<file path="src/rtl/bpq_ram.sv">
module bpq_ram #(
	parameter int WIDTH = 8,
	parameter int DEPTH = 256
) (
	input  logic                     clk,
	input  logic                     we,
	input  logic [$clog2(DEPTH)-1:0] waddr,
	input  logic [WIDTH-1:0]         wdata,
	input  logic [$clog2(DEPTH)-1:0] raddr,
	output logic [WIDTH-1:0]         rdata
);

	logic [WIDTH-1:0] mem_q [DEPTH];

	// one write port
	always_ff @(posedge clk) begin
		if (we) begin
			mem_q[waddr] <= wdata;
		end
	end

	// one registered read port
	always_ff @(posedge clk) begin
		rdata <= mem_q[raddr];
	end

endmodule

</file>
<file path="config.mk">
export PLATFORM = sky130hd
export DESIGN_NAME = bpq_ram
export DESIGN_NICKNAME = d
export VERILOG_FILES = /design/src/rtl/bpq_ram.sv
export SDC_FILE = /design/constraint.sdc
export NUM_CORES = 2
export LEC_CHECK = 0
export ABC_AREA = 1
export BUFFER_PORTS_ARGS = -buffer_cell sky130_fd_sc_hd__buf_2
export CELL_PAD_IN_SITES_DETAIL_PLACEMENT = 1
export CELL_PAD_IN_SITES_GLOBAL_PLACEMENT = 1
export CORE_MARGIN = 2
export CORE_UTILIZATION = 43
export CTS_CLUSTER_DIAMETER = 80
export DETAILED_ROUTE_END_ITERATION = 8
export GPL_TIMING_DRIVEN = 0
export PLACE_DENSITY_LB_ADDON = 0.1
export SETUP_SLACK_MARGIN = 0.02
export SKIP_CTS_REPAIR_TIMING = 1
export SYNTH_ARGS = -nofsm -noshare
export SYNTH_HDL_FRONTEND = slang
export SYNTH_SLANG_ARGS = --single-unit
</file>
<file path="constraint.sdc">
create_clock -name clk -period 3.43 [get_ports clk]
set_input_delay 0.1715 -clock clk [delete_from_list [all_inputs] [get_ports clk]]
set_output_delay 0.1715 -clock clk [all_outputs]
set_load 0.02 [all_outputs]
</file>
### Yosys cells after proc, flatten, opt, wreduce, memory -nomap -nowiden

Memories as Yosys holds them, arrays and structs flattened. A register that Yosys moved wholly into a read port is not among the register bits.
Cells that the tools add are included.

| cells by class | value |
|---|---|
| mux-type cells | 2 |

Operators by type and width:

| kind | number |
|---|---|
| 1-bit two-way mux | 2 |

| storage, ports and cells | value |
|---|---|
| flip-flop bits (word level) | 0 |
| output and inout bits | 8 |
| logic and storage cells | 3 |
| memories kept | 1 |
| RAM bits | 2048 |

Memories:

| memory | depth | bits a word | rd ports | clocked after Yosys merged registers in | write ports | RTL line | source |
|---|---|---|---|---|---|---|---|
| mem_q | 256 | 8 | 1 | 1 | 1 | 13 | `logic [WIDTH-1:0] mem_q [DEPTH];` |

### Logic depth before layout (Yosys ltp)

| depth | value |
|---|---|
| depth after elaboration | 2 |
| depth in mapped cells | 15 |

### Worst setup path before layout

OpenSTA, ideal clock, no wires.

| timing | value |
|---|---|
| path type | input port to flip-flop |
| start | in we |
| end | mem mem_q[162][0] (enable) |
| arrival time | 1.293 ns |
| setup time | 0.370 ns |
| setup slack | 1.767 ns |
| stages on the path | 4 |
| required time | 3.060 ns |
| path buffers | 2 |
| path through | clkbuf_1 nand3_1 clkbuf_1 nor2_1 |

| on the way | value |
|---|---|
| longest elaborated chain between the ends | 2 |

Ends and longest elaborated chain:

| what | RTL line | source |
|---|---|---|
| start, declared | 6 | `input logic we,` |
| 1-bit two-way mux | 17 | `if (we) begin` |
| 1-bit two-way mux (implied by the code) | 18 | `mem_q[waddr] <= wdata;` |
| end, declared | 13 |  |

No other way between the ends.

==> flow_metrics.tcl <==
set metrics [dict create \
    status "complete, but fails checks" \
    ys_ff_latch 2056 \
    synthAdderAreaFrac_pct 0 \
    cts.clk_slew.worst_paths_ns 0.07 \
    synth_xor_area_share_pct 0 \
    track_usage_pct 38.1 \
    fmax_mhz 279 \
    grt_antenna_before_repair 25 \
    portBuffers 26 \
    place_hpwl_mm 262 \
    grt_pass1_vias 60536 \
    cts_made_buffers 217 \
    violations "max-capacitance violations, max-slew violations, negative setup slack" \
    multiInputGateArea_mm2 0.0192 \
    syn_area_mm2 0.0834 \
    final_util_pct 49.1 \
    synthSimpleGateAreaFrac_pct 22.9 \
    synth_cells 7003 \
    register_area_mm2 0.0617 \
    finalWeightedCongestion 1.01 \
    nNetsFinal 7318 \
    worstSetupStartpointType "primary input" \
    worstSkewPairLatency_ns 0.93 \
    core-area_mm2 0.193 \
    setup_viol 2 \
    overflow 0 \
    maxCapViolCount 10 \
    drcViolationCount 0 \
    required_ns 4.21 \
    yosysMostFrequentCell "nand2_1" \
    tightest_slew_ns 1.58 \
    muxShareOfSynthArea_pct 0 \
    fin_skew_ns 0.0398 \
    rsz0062_at_grt "no" \
    synth-main-ff-cell "edfxtp_1" \
    fp.dieH_um 444 \
    htree_levels 4 \
    ir_drop_uv 537 \
    period_needed_ns 3.58 \
    dr.pass1.iters 6 \
    timing.final.max_slew_violations 109 \
    cellPowerDensity_mw_per_mm2 584 \
    grt_max_degree 130 \
    post-route-period-util_pct 104 \
    synth_top_area_share_pct 73.7 \
    synth_edf_count 2048 \
    cts_root_buffer "clkbuf_16" \
    yosysTopAreaCell "edfxtp_1" \
    critPathArrivalTime_ns 4.37 \
    hold_viol_final 0 \
    rows 161 \
    cts_tree "yes" \
    syn_nets 7029 \
    worst_slack_ns -0.154 \
    synth_common_cells "2123 x nand2_1, 2048 x edfxtp_1, 2019 x nand3_1, 283 x nor2_1, 268 x buf_2" \
    cts_max_path_buffers 3 \
    fill_cells 20034 \
    grt_pass1_wl_mm 509 \
    syn_avg_cell_area_um2 11.9 \
    synth-compound-area-share_pct 0 \
    wire_per_inst_um 38.0 \
    synthTopCellsByArea "edfxtp_1 74%, nand3_1 12%, nand2_1 9.6%" \
    synth_top_family_by_area "simple AND/OR/NAND/NOR gates" \
    endpoint_kind "flop" \
    async_flop_share_pct 0 \
    critPathMaxFanout 10 \
    syn2layout_area_growth_pct 13.3 \
    io_pins 34 \
    dp.cells 9587 \
    antenna_left 0 \
    wl_mm 381 \
    initial_core_util_pct 43.3 \
    clock-sinks 2056 \
    crit_type "in2reg" \
    drt_iter0_markers 9307 \
    cellLeakagePower_nw 33.0 \
    slew_headroom_pct -5.10 \
    vias 62653 \
    hold_path_class "in2reg" \
    yosys_warnings 0 \
    seq_area_frac_synth_pct 73.9 \
    via_per_inst 6.25 \
    layout-drive-gt1-share_pct 9.74 \
    finalNonFillerCells 10017 \
    die_area_mm2 0.197 \
    synthDistinctLibCells 14 \
    die_w_um 444 \
]
## layer usage
metal	wire, µm	up-vias	GRT usage, %	part of all wire [%]
met2	166000	3917	56.6	44
li1	-	25499	-	-
met4	28300	8	24.9	7.4
met3	41300	970	10.4	11
met5	117	-	0	0.031
met1	145000	32259	49.3	38
## worst max-delay path, stage by stage
cell	delay (ns)
buf_2	0.29
clkbuf_1	0.97
clkdlybuf4s15_1	1.16
nand3_1	0.26
nand3_1	0.15
nand3_1	0.16
nand3_1	0.31
nand3_1	0.39
nand2_1	0.20
nand2_1	0.06
nand2_1	0.23
## registers in the layout (all words and copies together) (netlist names)
name   count
mem_q   2048
rdata      8
## metrics by stage
step / hold WS [ns] / total power [mW] / setup TNS (ns) / area [µm²] / setup WS (ns)
after CTS: -0.447 / 55.0 / 0 / 94300 / 0.206
after global routing: 0.131 / 56.1 / 0 / 94500 / 0.0549
after floorplan: 0.270 / 30.0 / 0 / 83400 / 1.77
after global placement: 0.589 / 32.3 / -3169.51 / 86700 / -1.89
after detailed placement: 0.495 / 32.4 / -3.92 / 87500 / -0.715
final: 0.113 / 55.2 / -0.244 / 94500 / -0.154
## kinds of logic (layout without fill, tap and decap cells)
group,count (synthesis),in the layout
flops,2056,2056
simple gates,4425,4425
buf+inv,522,991
other cells,0,19
## layout make-up
class / instances / share of cell area [%]
flip-flops and latches: 2056 / 65.2
multi-input cells: 4425 / 20.3
clock buffers: 272 / 6.01
well taps: 2526 / 3.34
plain buffers: 483 / 2.63
clock inverters: 127 / 1.17
repair buffers: 70 / 1.08
inverters: 39 / 0.158
diodes: 19 / 0.0503
## final timing paths
kind                 start            end  slack [ns]  cells past startpoint
max               raddr[2]       rdata[5]       -0.15                     11
max reg2reg  mem_q[231][6]       rdata[6]        0.99                     10
min                     we  mem_q[247][7]        0.11                      3
min reg2reg   mem_q[65][7]       rdata[7]        1.23                     10
## where the power goes
part / switching [mW] / total (mW) / internal [mW]
clock: 10.3 / 23.1 / 12.8
combinational: 3.51 / 4.35 / 0.840
sequential: 0.0182 / 27.7 / 27.7
## placed cells by master (no fill, tap or decap), types with 36 or more instances in the layout
cell | netlist | routed
edfxtp_1 | 2048 | 2048
nand2_1 | 2123 | 2123
buf_4 | 46 | 48
clkbuf_1 | 112 | 142
clkbuf_16 | 0 | 219
clkinv_1 | 0 | 63
nor2_1 | 283 | 258
inv_1 | 36 | 36
buf_2 | 268 | 289
nand3_1 | 2019 | 2019
buf_1 | 40 | 37
No activity file was read; power rests on OpenSTA's default activity.
